--- src/rtl/hadd_pkg.sv ---
// Shared constants, command codes and interface structs for the Hebbian AQM drop decider.
// Used by hadd_ctrl, hadd_datapath and the top level; depends on nothing else.
`default_nettype none

package hadd_pkg;

  // History depth and the derived vector sizes.
  localparam int DELAY_STEPS = 10;
  localparam int NUM_W       = DELAY_STEPS + 3;
  localparam int NUM_C       = DELAY_STEPS + 1;
  localparam int IDX_W       = $clog2(NUM_W);

  // Field and datapath widths.
  localparam int QLEN_W  = 10;
  localparam int RND_W   = 16;
  localparam int LR_W    = 24;
  localparam int ERR_W   = 11;
  localparam int PROB_W  = 16;
  localparam int W_W     = 18;
  localparam int PIV_W   = 17;
  localparam int MUL_A_W = 36;
  localparam int MUL_B_W = 18;
  localparam int PROD_W  = MUL_A_W + MUL_B_W;
  localparam int ACC_W   = 50;
  localparam int G_W     = 24;
  localparam int HEB_W   = 36;
  localparam int WSUM_W  = 48;

  localparam int IN_TDATA_W  = 32;
  localparam int OUT_TDATA_W = 24;
  localparam int CFG_IDX_W   = 8;
  localparam int CFG_DATA_W  = 24;

  // Fixed-point constants.
  localparam int WEIGHT_ONE   = 65536;
  localparam int WEIGHT_INIT  = 655;
  localparam int PROB_MAX     = 65535;
  localparam int TARGET_RESET = 500;
  localparam int LR_RESET     = 16777;

  // Register indexes on the configuration channel.
  localparam logic [CFG_IDX_W-1:0] CFG_QUEUE_TARGET  = CFG_IDX_W'(0);
  localparam logic [CFG_IDX_W-1:0] CFG_LEARNING_RATE = CFG_IDX_W'(1);

  // Sequencer schedule: gain, Hebbian factor, dot product pass, weight update pass.
  localparam int STEP_G    = 0;
  localparam int STEP_H    = 2;
  localparam int STEP_DOT  = 3;
  localparam int STEP_UPD  = STEP_DOT + NUM_W;
  localparam int STEP_LAST = STEP_UPD + NUM_W;
  localparam int STEP_W    = $clog2(STEP_LAST + 1);

  typedef enum logic [2:0] {
    OP_NONE,
    OP_G,
    OP_H,
    OP_DOT,
    OP_UPD
  } mul_op_e;

  typedef struct packed {
    logic             load;
    logic             cfg_write;
    mul_op_e          op;
    logic [IDX_W-1:0] idx;
    logic             finish;
  } hadd_cmd_t;

  typedef struct packed {
    logic out_stall;
  } hadd_status_t;

endpackage

`default_nettype wire

--- src/rtl/hadd_ctrl.sv ---
// Sequencer for the Hebbian AQM drop decider: issues an arrival's multiplier operations in turn, one arrival at a time.
// Depends on hadd_pkg for the schedule constants and the command and status structs.
`default_nettype none

module hadd_ctrl import hadd_pkg::*; (
  input  wire logic         clk_i,
  input  wire logic         rst_ni,
  input  wire logic         in_valid_i,
  output logic              in_ready_o,
  input  wire logic         cfg_valid_i,
  output logic              cfg_ready_o,
  output hadd_cmd_t         cmd_o,
  input  wire hadd_status_t status_i
);

  typedef enum logic [1:0] {
    ST_IDLE,
    ST_RUN,
    ST_FINISH
  } state_e;

  state_e            state_q;
  logic [STEP_W-1:0] step_q;
  logic              in_ready_q;
  logic [STEP_W-1:0] dot_off;
  logic [STEP_W-1:0] upd_off;

  always_ff @(posedge clk_i or negedge rst_ni) begin
    if (!rst_ni) begin
      state_q    <= ST_IDLE;
      step_q     <= '0;
      in_ready_q <= 1'b1;
    end else begin
      unique case (state_q)
        ST_IDLE: begin
          if (in_valid_i && !cfg_valid_i) begin
            state_q    <= ST_RUN;
            step_q     <= '0;
            in_ready_q <= 1'b0;
          end
        end
        ST_RUN: begin
          if (step_q == STEP_W'(STEP_LAST)) begin
            state_q <= ST_FINISH;
          end else begin
            step_q <= step_q + STEP_W'(1);
          end
        end
        ST_FINISH: begin
          // The result register must be free before the new result is written.
          if (!status_i.out_stall) begin
            state_q    <= ST_IDLE;
            in_ready_q <= 1'b1;
          end
        end
        default: begin
          state_q    <= ST_IDLE;
          in_ready_q <= 1'b1;
        end
      endcase
    end
  end

  assign dot_off = step_q - STEP_W'(STEP_DOT);
  assign upd_off = step_q - STEP_W'(STEP_UPD);

  always_comb begin
    cmd_o           = '0;
    cmd_o.op        = OP_NONE;
    // A register write takes precedence over an arrival offered in the same cycle.
    cmd_o.load      = in_valid_i && in_ready_q && !cfg_valid_i;
    cmd_o.cfg_write = cfg_valid_i && in_ready_q;
    cmd_o.finish    = (state_q == ST_FINISH) && !status_i.out_stall;
    if (state_q == ST_RUN) begin
      if (step_q == STEP_W'(STEP_G)) begin
        cmd_o.op = OP_G;
      end else if (step_q == STEP_W'(STEP_H)) begin
        cmd_o.op = OP_H;
      end else if (step_q >= STEP_W'(STEP_DOT) && step_q < STEP_W'(STEP_UPD)) begin
        cmd_o.op  = OP_DOT;
        cmd_o.idx = dot_off[IDX_W-1:0];
      end else if (step_q >= STEP_W'(STEP_UPD) && step_q < STEP_W'(STEP_LAST)) begin
        cmd_o.op  = OP_UPD;
        cmd_o.idx = upd_off[IDX_W-1:0];
      end
    end
  end

  assign in_ready_o  = in_ready_q && !cfg_valid_i;
  assign cfg_ready_o = in_ready_q;

  a_load_starts_run: assert property (@(posedge clk_i) disable iff (!rst_ni)
    cmd_o.load |=> (state_q == ST_RUN && step_q == '0))
    else $error("accepted transaction did not start the sequence");

  a_busy_blocks: assert property (@(posedge clk_i) disable iff (!rst_ni)
    (state_q != ST_IDLE) |-> (!in_ready_q && !cmd_o.cfg_write && !cmd_o.load))
    else $error("transaction or register write taken while busy");

  a_run_ends: assert property (@(posedge clk_i) disable iff (!rst_ni)
    (state_q == ST_RUN && step_q == STEP_W'(STEP_LAST)) |=> (state_q == ST_FINISH))
    else $error("sequence did not reach the finish state");

endmodule

`default_nettype wire

--- src/rtl/hadd_datapath.sv ---
// Datapath of the Hebbian AQM drop decider: state registers, shared multiplier,
// accumulator, weight update and result register. Depends on hadd_pkg.
`default_nettype none

module hadd_datapath import hadd_pkg::*; (
  input  wire logic                  clk_i,
  input  wire logic                  rst_ni,
  input  wire hadd_cmd_t             cmd_i,
  output hadd_status_t               status_o,
  input  wire logic [QLEN_W-1:0]     queue_length_i,
  input  wire logic [RND_W-1:0]      random_value_i,
  input  wire logic [CFG_IDX_W-1:0]  cfg_index_i,
  input  wire logic [CFG_DATA_W-1:0] cfg_data_i,
  output logic                       out_valid_o,
  input  wire logic                  out_ready_i,
  output logic                       drop_packet_o,
  output logic [PROB_W-1:0]          drop_probability_o
);

  localparam logic signed [WSUM_W-1:0] W_HI      = WSUM_W'(WEIGHT_ONE);
  localparam logic signed [WSUM_W-1:0] W_LO      = -W_HI;
  localparam logic signed [W_W-1:0]    W_HI_S    = W_W'(WEIGHT_ONE);
  localparam logic signed [W_W-1:0]    W_LO_S    = -W_HI_S;
  localparam logic signed [W_W-1:0]    W_INIT    = W_W'(WEIGHT_INIT);
  localparam logic signed [PROD_W-1:0] BIAS_ERR  = PROD_W'((1 << 8) - 1);
  localparam logic signed [PROD_W-1:0] BIAS_PROB = PROD_W'((1 << 24) - 1);

  logic [QLEN_W-1:0]        target_q;
  logic [LR_W-1:0]          lr_q;
  logic signed [ERR_W-1:0]  err_q;
  logic signed [ERR_W-1:0]  last_err_q;
  logic signed [ERR_W-1:0]  prior_err_q;
  logic [PROB_W-1:0]        prior_ctl_q;
  logic [RND_W-1:0]         rnd_q;
  logic [PROB_W-1:0]        hist_q [NUM_C];
  logic signed [W_W-1:0]    w_q [NUM_W];
  logic signed [PIV_W-1:0]  piv_q [NUM_W];
  logic signed [PIV_W-1:0]  x_vec [NUM_W];
  logic signed [PIV_W-1:0]  x_sel;

  logic signed [MUL_A_W-1:0] mul_a;
  logic signed [MUL_B_W-1:0] mul_b;
  logic signed [PROD_W-1:0]  prod_d;
  logic signed [PROD_W-1:0]  prod_q;
  mul_op_e                   op_q;
  logic [IDX_W-1:0]          idx_q;

  logic [G_W-1:0]            g_q;
  logic signed [HEB_W-1:0]   h_q;
  logic signed [ACC_W-1:0]   acc_q;
  logic signed [ACC_W-1:0]   dot_term;

  logic                      err_entry;
  logic signed [PROD_W-1:0]  p_adj;
  logic signed [PROD_W-1:0]  dw;
  logic signed [WSUM_W-1:0]  w_sum;
  logic signed [W_W-1:0]     w_new;

  logic [ERR_W-1:0]          err_new;
  logic [PROB_W-1:0]         prob_new;
  logic                      target_write;

  logic                      out_valid_q;
  logic                      out_drop_q;
  logic [PROB_W-1:0]         out_prob_q;

  assign target_write = cmd_i.cfg_write && (cfg_index_i == CFG_QUEUE_TARGET);
  assign err_new      = ERR_W'(queue_length_i) - ERR_W'(target_q);

  // Input vector: current error, previous error, then the probability history.
  always_comb begin
    x_vec[0] = PIV_W'(err_q);
    x_vec[1] = PIV_W'(last_err_q);
    for (int k = 0; k < NUM_C; k++) begin
      x_vec[k + 2] = PIV_W'(hist_q[k]);
    end
    x_sel = (cmd_i.idx < IDX_W'(NUM_W)) ? x_vec[cmd_i.idx] : '0;
  end

  // Operand selection for the shared multiplier.
  always_comb begin
    mul_a = '0;
    mul_b = '0;
    case (cmd_i.op)
      OP_G: begin
        mul_a = MUL_A_W'(lr_q);
        mul_b = MUL_B_W'(prior_ctl_q);
      end
      OP_H: begin
        mul_a = MUL_A_W'(g_q);
        mul_b = MUL_B_W'(prior_err_q);
      end
      OP_DOT: begin
        mul_a = MUL_A_W'(w_q[0]);
        mul_b = MUL_B_W'(x_sel);
      end
      OP_UPD: begin
        mul_a = MUL_A_W'(h_q);
        mul_b = MUL_B_W'(piv_q[0]);
      end
      default: begin
        mul_a = '0;
        mul_b = '0;
      end
    endcase
  end

  assign prod_d = mul_a * mul_b;

  // Error entries carry an extra factor of 2^16 in the sum and a shift of 8
  // in the update; probability entries use a shift of 24.
  assign err_entry = (idx_q < IDX_W'(2));
  assign dot_term  = err_entry ? {prod_q[ACC_W-17:0], 16'h0000} : prod_q[ACC_W-1:0];

  always_comb begin
    if (prod_q[PROD_W-1]) begin
      p_adj = prod_q + (err_entry ? BIAS_ERR : BIAS_PROB);
    end else begin
      p_adj = prod_q;
    end
    dw    = err_entry ? (p_adj >>> 8) : (p_adj >>> 24);
    w_sum = WSUM_W'(w_q[0]) + WSUM_W'(dw);
    if (w_sum > W_HI) begin
      w_new = W_HI_S;
    end else if (w_sum < W_LO) begin
      w_new = W_LO_S;
    end else begin
      w_new = w_sum[W_W-1:0];
    end
  end

  // Probability from the Q32 sum: zero when not positive, saturated at PROB_MAX.
  always_comb begin
    if (acc_q[ACC_W-1] || acc_q == '0) begin
      prob_new = '0;
    end else if (|acc_q[ACC_W-2:32]) begin
      prob_new = PROB_W'(PROB_MAX);
    end else begin
      prob_new = acc_q[31:16];
    end
  end

  always_ff @(posedge clk_i or negedge rst_ni) begin
    if (!rst_ni) begin
      target_q    <= QLEN_W'(TARGET_RESET);
      lr_q        <= LR_W'(LR_RESET);
      last_err_q  <= '0;
      prior_err_q <= '0;
      prior_ctl_q <= '0;
      op_q        <= OP_NONE;
      out_valid_q <= 1'b0;
      for (int k = 0; k < NUM_C; k++) begin
        hist_q[k] <= '0;
      end
      for (int k = 0; k < NUM_W; k++) begin
        w_q[k]   <= W_INIT;
        piv_q[k] <= '0;
      end
    end else begin
      op_q <= cmd_i.op;

      if (cmd_i.cfg_write) begin
        unique case (cfg_index_i)
          CFG_QUEUE_TARGET:  target_q <= cfg_data_i[QLEN_W-1:0];
          CFG_LEARNING_RATE: lr_q     <= cfg_data_i[LR_W-1:0];
          default: ;
        endcase
      end

      // Weights form a ring read at its head; each pass turns it once.
      if (target_write) begin
        for (int k = 0; k < NUM_W; k++) begin
          w_q[k] <= w_q[k][W_W-1] ? -((-w_q[k]) >>> 1) : (w_q[k] >>> 1);
        end
      end else if (cmd_i.op == OP_DOT) begin
        for (int k = 0; k < NUM_W - 1; k++) begin
          w_q[k] <= w_q[k + 1];
        end
        w_q[NUM_W-1] <= w_q[0];
      end else if (op_q == OP_UPD) begin
        for (int k = 0; k < NUM_W - 1; k++) begin
          w_q[k] <= w_q[k + 1];
        end
        w_q[NUM_W-1] <= w_new;
      end

      if (cmd_i.op == OP_UPD) begin
        for (int k = 0; k < NUM_W - 1; k++) begin
          piv_q[k] <= piv_q[k + 1];
        end
        piv_q[NUM_W-1] <= piv_q[0];
      end else if (cmd_i.finish) begin
        for (int k = 0; k < NUM_W; k++) begin
          piv_q[k] <= x_vec[k];
        end
      end

      if (target_write) begin
        prior_err_q <= '0;
        prior_ctl_q <= '0;
      end else if (cmd_i.finish) begin
        prior_err_q <= err_q;
        prior_ctl_q <= prob_new;
      end

      if (cmd_i.finish) begin
        last_err_q <= err_q;
        hist_q[0]  <= prob_new;
        for (int k = 1; k < NUM_C; k++) begin
          hist_q[k] <= hist_q[k - 1];
        end
      end

      if (cmd_i.finish) begin
        out_valid_q <= 1'b1;
      end else if (out_ready_i) begin
        out_valid_q <= 1'b0;
      end
    end
  end

  // Payload and working registers.
  always_ff @(posedge clk_i) begin
    prod_q <= prod_d;
    idx_q  <= cmd_i.idx;
    if (cmd_i.load) begin
      err_q <= err_new;
      rnd_q <= random_value_i;
      acc_q <= '0;
    end else if (op_q == OP_DOT) begin
      acc_q <= acc_q + dot_term;
    end
    if (op_q == OP_G) begin
      g_q <= prod_q[G_W+15:16];
    end
    if (op_q == OP_H) begin
      h_q <= prod_q[HEB_W-1:0];
    end
    if (cmd_i.finish) begin
      out_drop_q <= (rnd_q < prob_new);
      out_prob_q <= prob_new;
    end
  end

  assign status_o.out_stall  = out_valid_q && !out_ready_i;
  assign out_valid_o         = out_valid_q;
  assign drop_packet_o       = out_drop_q;
  assign drop_probability_o  = out_prob_q;

  a_weight_range: assert property (@(posedge clk_i) disable iff (!rst_ni)
    (w_q[0] <= W_HI_S) && (w_q[0] >= W_LO_S))
    else $error("weight left the range of plus or minus one");

  a_finish_fills_output: assert property (@(posedge clk_i) disable iff (!rst_ni)
    cmd_i.finish |=> out_valid_q)
    else $error("finished result not presented");

endmodule

`default_nettype wire

--- src/rtl/hebbian_aqm_drop_decider_core.sv ---
// Top level of the Hebbian AQM drop decider: joins the sequencer and the datapath.
// Depends on hadd_pkg, hadd_ctrl and hadd_datapath.
//
// Usage:
//   s_axis carries one packet arrival per transaction: queue length and a
//   uniform random fraction. m_axis returns one decision per arrival: the drop
//   flag and the new drop probability in Q0.16.
//   The cfg channel writes queue_target (index 0) and learning_rate (index 1);
//   other indexes are ignored. It is ready only while no arrival is in work,
//   and a write offered together with an arrival is taken first.
//   A target write halves all weights and clears the previous error and
//   probability terms.
// Timing:
//   One shared 36x18 multiplier does the gain, the Hebbian factor, 13 dot
//   product terms and 13 weight updates in turn. The result is registered
//   once the sequencer reaches its finish state, and the next arrival is
//   accepted only after the sequencer has returned to idle.
//   A result waits in the output register while the next arrival is worked
//   on; if the receiver still stalls when that one finishes, the sequencer
//   holds until the register is free.
// Reset:
//   Asynchronous, active low. Weights return to 0.01, histories to zero,
//   target to 500 and learning rate to about 0.001.
`default_nettype none

module hebbian_aqm_drop_decider_core import hadd_pkg::*; (
  input  wire logic                   clk_i,
  input  wire logic                   rst_ni,
  input  wire logic                   s_axis_tvalid_i,
  output logic                        s_axis_tready_o,
  // [9:0] queue_length, [25:10] random_value, [31:26] zero
  input  wire logic [IN_TDATA_W-1:0]  s_axis_tdata_i,
  output logic                        m_axis_tvalid_o,
  input  wire logic                   m_axis_tready_i,
  // [0] drop_packet, [16:1] drop_probability, [23:17] zero
  output logic [OUT_TDATA_W-1:0]      m_axis_tdata_o,
  input  wire logic                   cfg_valid_i,
  output logic                        cfg_ready_o,
  input  wire logic [CFG_IDX_W-1:0]   cfg_index_i,
  input  wire logic [CFG_DATA_W-1:0]  cfg_data_i
);

  hadd_cmd_t         cmd;
  hadd_status_t      status;
  logic              drop_packet;
  logic [PROB_W-1:0] drop_probability;

  hadd_ctrl u_ctrl (
    .clk_i       (clk_i),
    .rst_ni      (rst_ni),
    .in_valid_i  (s_axis_tvalid_i),
    .in_ready_o  (s_axis_tready_o),
    .cfg_valid_i (cfg_valid_i),
    .cfg_ready_o (cfg_ready_o),
    .cmd_o       (cmd),
    .status_i    (status)
  );

  hadd_datapath u_datapath (
    .clk_i              (clk_i),
    .rst_ni             (rst_ni),
    .cmd_i              (cmd),
    .status_o           (status),
    .queue_length_i     (s_axis_tdata_i[QLEN_W-1:0]),
    .random_value_i     (s_axis_tdata_i[QLEN_W+RND_W-1:QLEN_W]),
    .cfg_index_i        (cfg_index_i),
    .cfg_data_i         (cfg_data_i),
    .out_valid_o        (m_axis_tvalid_o),
    .out_ready_i        (m_axis_tready_i),
    .drop_packet_o      (drop_packet),
    .drop_probability_o (drop_probability)
  );

  assign m_axis_tdata_o = OUT_TDATA_W'({drop_probability, drop_packet});

endmodule

`default_nettype wire

--- config.mk ---
export PLATFORM = sky130hd
export DESIGN_NAME = hebbian_aqm_drop_decider_core
export DESIGN_NICKNAME = d
export VERILOG_FILES = /design/src/rtl/hadd_pkg.sv /design/src/rtl/hadd_ctrl.sv /design/src/rtl/hadd_datapath.sv /design/src/rtl/hebbian_aqm_drop_decider_core.sv
export SDC_FILE = /design/constraint.sdc
export NUM_CORES = 2
export LEC_CHECK = 0
export ABC_AREA = 1
export BUFFER_PORTS_ARGS = -buffer_cell sky130_fd_sc_hd__buf_2
export CORE_ASPECT_RATIO = 1.75
export CORE_MARGIN = 1.5
export CORE_UTILIZATION = 50
export DETAILED_ROUTE_END_ITERATION = 8
export GPL_TIMING_DRIVEN = 1
export PLACE_DENSITY = 0.66
export SLEW_MARGIN = 25
export SYNTH_ARGS = -nofsm -noshare
export SYNTH_HDL_FRONTEND = slang
export SYNTH_SLANG_ARGS = --single-unit
--- constraint.sdc ---
create_clock -name clk_i -period 24.8 [get_ports clk_i]
set_input_delay 1.24 -clock clk_i [delete_from_list [all_inputs] [get_ports clk_i]]
set_output_delay 1.24 -clock clk_i [all_outputs]
set_load 0.01 [all_outputs]
# == Word level (Yosys, flattened, before mapping) ==
# Index checks and enable logic that the tools add are counted.
# word_totals
reg_bits,927
wordCells,203
# op_classes
add_sub_neg,33
n_mul,1
n_lt_le_gt_ge,10
n_eq_ne,17
mux,55
bitwise_logic,2
n_reduce_logical,29
# ops
cell,n
two-way mux 234 bit,3
two-way mux 221 bit,2
two-way mux 18 bit,15
negation 17 -> 18 bit,13
negation 18 bit,13
case mux 36 bit (4 select lines),1
case mux 18 bit (4 select lines),1
binary-select mux 17 bit (select 4 bit),1
two-way mux 16 bit,4
adder 54 bit,1
multiplier 36 x 18 -> 54 bit,1
two-way mux 54 bit,1
two-way mux 17 bit,3
adder 50 bit,1
logical NOT 50 bit,1
two-way mux 50 bit,1
greater-than comparator 48 x 18 -> 1 bit (second input constant),1
less-than comparator 48 x 17 -> 1 bit (second input constant),1
adder 18 x 46 -> 47 bit,1
two-way mux 45 bit,1
two-way mux 24 bit,1
two-way mux 11 bit,2
two-way mux 7 bit,3
OR reduction 17 bit,1
40 further kinds,74

# == Logic depth before layout (Yosys ltp) ==
# depth
depth_word,14
mapped_depth,48
depth_no_buf,47

# == Cells and area by module ==
# From an unflattened synthesis, not the netlist that was laid out.
# hier_totals
cells_unflattened,11229
hier_area_um2,82019.9
# modules_own_cells
mod,n_inst,cells_per_inst,area_per_inst_um2
hadd_datapath,1,11125,81295.5
hadd_ctrl,1,95,660.6
hebbian_aqm_drop_decider_core,1,9,63.8

# == Least setup slack after synthesis ==
# Ideal clock, no wire load.
# synth_timing
path_type,reg2reg
from,register u_ctrl.step_q[0]
to,register u_datapath.prod_q[50]
t_arrival_ns,7.682
slack_ns,16.995
path_stages_with_launch,37
period_less_slack_ns,7.805
cell_sequence,dfrtp_1 ha_1 nor2_1 a31oi_4 nand2_2 a21oi_4 nand2_4 a21boi_4 buf_6 buf_6 buf_4 o21ai_1 o21ai_1 o22ai_1 nand2_1 nand3_1 nand2_1 buf_2 nand2_1 fa_1 inv_1 fa_1 fa_1 fa_1 fa_1 inv_1 fa_1 inv_1 ha_1 nand2_1 nor3_1 nand4_1 o21ai_0 a41oi_1 o21bai_1 a21oi_1 xor2_1
# synth_rtl
item,line_no,source
start: declaration,hadd_ctrl.sv:23,logic [STEP_W-1:0] step_q;
start signal: assignment,hadd_ctrl.sv:46,step_q <= step_q + STEP_W'(1);
end signal: assignment,hadd_datapath.sv:224,prod_q <= prod_d;
end: declaration,hadd_datapath.sv:44,logic signed [PROD_W-1:0] prod_q;

# == Final worst setup path ==
# layout_timing
from,register u_ctrl.state_q[1]
to,register u_datapath.prod_q[50]
# layout_via
elab_chain_len,9
word_cells_on_any_way,15
cone_classes,1 x mul; 1 x order compare; 5 x eq/ne; 7 x mux; 1 x bitwise
# layout_lines
item,line_no,source
start: declaration,hadd_ctrl.sv:22,state_e state_q;
start signal: assignment,hadd_ctrl.sv:30,state_q <= ST_IDLE;
start signal: assignment,hadd_ctrl.sv:37,state_q <= ST_RUN;
start signal: assignment,hadd_ctrl.sv:44,state_q <= ST_FINISH;
== test 2 x 1 -> 1 bit (*),hadd_ctrl.sv:74,if (state_q == ST_RUN) begin
two-way mux 7 bit (*),hadd_ctrl.sv:74,
NOT 4 -> 5 bit (not written as such),hadd_datapath.sv:77,x_sel = (cmd_i.idx < IDX_W'(NUM_W)) ? x_vec[cmd_i.idx] : '0;
binary-select mux 17 bit (select 4 bit),hadd_datapath.sv:77,
two-way mux 17 bit (not written as such) (2 in a row),hadd_datapath.sv:77,
two-way mux 17 bit,hadd_datapath.sv:77,
case mux 18 bit (4 select lines),hadd_datapath.sv:84,case (cmd_i.op)
multiplier 36 x 18 -> 54 bit (*),hadd_datapath.sv:108,assign prod_d = mul_a * mul_b;
via u_datapath.prod_d[50],hadd_datapath.sv:43,logic signed [PROD_W-1:0] prod_d;
# Mark *: on every way through the listed nets, which the timed path passes. The rest lies on a longest branch. The select of a mux whose other input is x is not followed.
# A chain may end at the register's enable or synchronous reset.

==> summary.md <==
### Synth
* top area cells in the synthesized netlist: dfrtp_1 (19%), fa_1 (15%), nand2_1 (12%)
* ys async rst share: 77.21%
* Cell variety after synth: 68
* Yosys top cell by area: dfrtp_1
* count of mapped cells out of synthesis: 11,113
* EDFF count, synth: 104
* Cell Area, Synth: 81,660 sq um
* synth warn: 0
* proportion of netlist area held by the largest area contributor: 19.15%
* sequential element share of the synthesized area: 28.50%
* #FFs+latches synth: 926
* Primary FF master, synth: dfrtp_1
* Post-Syn Area per Cell: 7.348 sq um

### Floorplan
* overall die area: 165,900 sq um
* number of top-level pins: 96
* Die Span Y: 537.6 um
* effective utilization at floorplan: 50.23%
* CORE AREA: 162,600 sq um
* number of rows created at floorplan: 196
* overall die width: 308.5 um

### Routing
* overall routed net length: 295,300 um
* DRC violation total after the first TritonRoute iteration: 5,929
* via count of the routed design: 74,602
* average wire per cell in the routed design: 22.36 um
* number of DRC violations after detailed routing: 0
* antenna viol nets, final: 0
* average vias per placed instance: 5.650
* first drt pass iteration count: 9

### Status
* outcome: completed

### Final layout
* post-synthesis to final-layout area growth: 6.962%
* area used by multi-input combinational logic: 49,190 sq um
* fraction of final layout cells sized beyond drive strength 1: 4.962%
* count of fill cells added during filler insertion: 15,890
* Final #Nets: 11,928
* area occupied by registers: 23,270 sq um
* Final Util: 53.72%

### Job
* number of max-cap violations: 0

### Clock tree
* library cell used as clock root buffer: clkbuf_16
* CTS sink count: 926
* number of hold-repair buffers added at the cts stage: 0
* clock latency on the worst-skew pair: 740 ps
* CTS tree: done
* setup repair bufs after CTS: 0
* number of buffers created by CTS: 94
* maximum root-to-sink buffer count: 3
* clock-pin transition on the worst setup and hold timing paths: 70 ps
* Resized Gates After CTS: 0
* number of levels in the clock H-tree: 3

### Setup path
* CP Max Fanout: 137
* sort of element at the start of the critical path: register
* Crit path required time: 25,400 ps
* dominant cell type by count on the critical path: inv_1
* type of destination of the critical path: register
* cell count of the worst reg-to-reg path: 38
* maximum single-stage delay on the critical path: 750 ps
* Worst EP arrival: 12,140 ps
* kind of critical path: register to register
* Critical-path top delay cell: o21ai_0

### Timing
* upper clock frequency limit: 0.08662 GHz
* final clock period utilization by the worst path: 46.55%
* number of setup violations in the final report: 0
* slew at the pin closest to its max-slew limit: 1103 ps
* Max-slew headroom: 25.67%
* Final min period: 11,540 ps
* count of endpoints failing hold in the final timing report: 0
* Setup TNS Final: 0 ps
* post-route setup slack: 13,260 ps
* setup repair after global routing missed its margin: no
* number of slew-limit violations in the final report: 0
* worst hold-check slack: 438.8 ps
* worst clock skew on the final layout: 72.53 ps

### Global route
* wire length of the first global-routing pass: 447,300 um
* initial antenna violation count: 7
* pin count of the biggest net entering global routing: 252
* overflow left after global routing: 0
* via count of the first global-routing pass: 76,468
* overall fraction of global-route tracks in use: 35.91%

### Power
* worst vdd rail ir drop: 0.07699 mV
* power density cells: 124.9 nW/um^2
* post-route total power: 10.91 mW
* cell leakage power: 42.98 nW

### Min path
* cell depth of the worst min-delay path: 0
* classification of the worst-slack hold path: register to register

### Placement
* routability cong.: 1.017
* Detail Placement HPWL: 225,300 um
* pre-CTS setup slack: 13,280 ps
* number of I/O port buffers: 82

-- worst max-delay path: cells and delay by family (launching register included) --
family          cells  cell delay (ps)
buf+inv            13             2790
xor+xnor            1              160
compound gates      8             2700
fa+ha+maj           7             3040
flops               1              400
simple gates        9             2180
-- state kept, by name, summed over array words and instances (netlist names), 24 cells and up --
register           flops
u_datapath.prod_q     54
u_datapath.acc_q      50
u_datapath.piv_q     221
u_datapath.hist_q    176
u_datapath.lr_q       24
u_datapath.g_q        24
u_datapath.w_q       234
u_datapath.h_q        36
-- stage by stage --
stage / std cells / instance area [sq um]
floorplan: 11119 / 81680
global placement: 13022 / 83920
detailed placement: 13022 / 83920
CTS: 13198 / 87290
global route: 13204 / 87350
finish: 13204 / 87350
-- cells in the mapped netlist, drive strengths merged, types with 18 or more instances --
cell type and number:
a21oi 626, a31oi 137, buf 124, clkbuf 350, dfrtp 625, dfstp 90, dfxtp 107, edfxtp 104
fa 620, ha 295, inv 1954, mux2 21, nand2 2516, nand3 346, nand4 139, nor2 970
nor3 89, nor4 29, o211ai 143, o21a 18, o21ai 1160, o221ai 31, o22ai 69, xnor2 115
xor2 277
-- layout by cell type (no fill, tap or decap), types with 59 or more instances in the layout --
cell type / Yosys / layout
a21oi_1: 624 / 623
a31oi_1: 136 / 136
buf_2: 60 / 82
buf_4: 24 / 114
clkbuf_16: 0 / 96
dfrtp_1: 625 / 625
dfstp_2: 90 / 90
dfxtp_1: 107 / 107
edfxtp_1: 104 / 104
fa_1: 620 / 620
ha_1: 295 / 295
inv_1: 1937 / 1934
nand2_1: 2507 / 2506
nand3_1: 342 / 339
nand4_1: 139 / 139
nor2_1: 969 / 961
nor3_1: 87 / 83
o211ai_1: 143 / 143
o21ai_0: 1104 / 1100
o21ai_1: 55 / 59
o22ai_1: 69 / 69
xnor2_1: 115 / 115
xor2_1: 277 / 277
-- worst paths after layout --
kind,start,to,slack (ps)
worst max-delay path,u_ctrl.state_q[1]$_DFFE_PN0P_,u_datapath.prod_q[50]$_DFF_P_,13260
max in group asynchronous,rst_ni,u_datapath.w_q[50]$_DFFE_PN0P_,19650
worst min-delay path,u_datapath.prod_q[7]$_DFF_P_,u_datapath.h_q[7]$_DFFE_PN_,440
min in group asynchronous,rst_ni,u_datapath.piv_q[52]$_DFFE_PN0P_,510
worst min register to register,u_datapath.prod_q[7]$_DFF_P_,u_datapath.h_q[7]$_DFFE_PN_,440
worst max register to register,u_ctrl.state_q[1]$_DFFE_PN0P_,u_datapath.prod_q[50]$_DFF_P_,13260
-- cell type report --
class,instances,area share [%]
antenna,2,0.005730
clock buffer,141,3.184
clock inverter,35,0.6689
inverter,1968,8.487
multi-input combinational,7751,56.31
sequential,926,26.64
tap,2178,3.120
timing repair buffer,203,1.579
-- power by group --
group	internal, mW	switching (mW)
clock	0.881	0.687
combinational	1.94	4.61
sequential	2.21	0.581
total	5.03	5.87
-- metal layers --
metal | wire length [um] | global-route usage (%) | vias up
met5 | 14 | 0 | -
met4 | 33790 | 33.94 | 2
met3 | 15040 | 4.574 | 1182
met2 | 148900 | 64.56 | 2640
met1 | 97570 | 35.47 | 35910
li1 | - | - | 34868
-- cells by family (layout without fill, tap and decap cells) --
logic type / after synthesis / count (layout) / synth area share (%)
and+or+nand+nor: 4138 / 4138 / 20.46
buffers and inverters: 2442 / 2347 / 11.48
AOI/OAI and AO/OA: 2277 / 2277 / 15.34
DFF: 926 / 926 / 28.50
adders and majority gates: 915 / 915 / 19.72
xor gates and xnor gates: 392 / 392 / 4.204
muxes: 22 / 22 / 0.3018
other: 1 / 9 / 0.004592
Power figures use the tool's default switching activity.
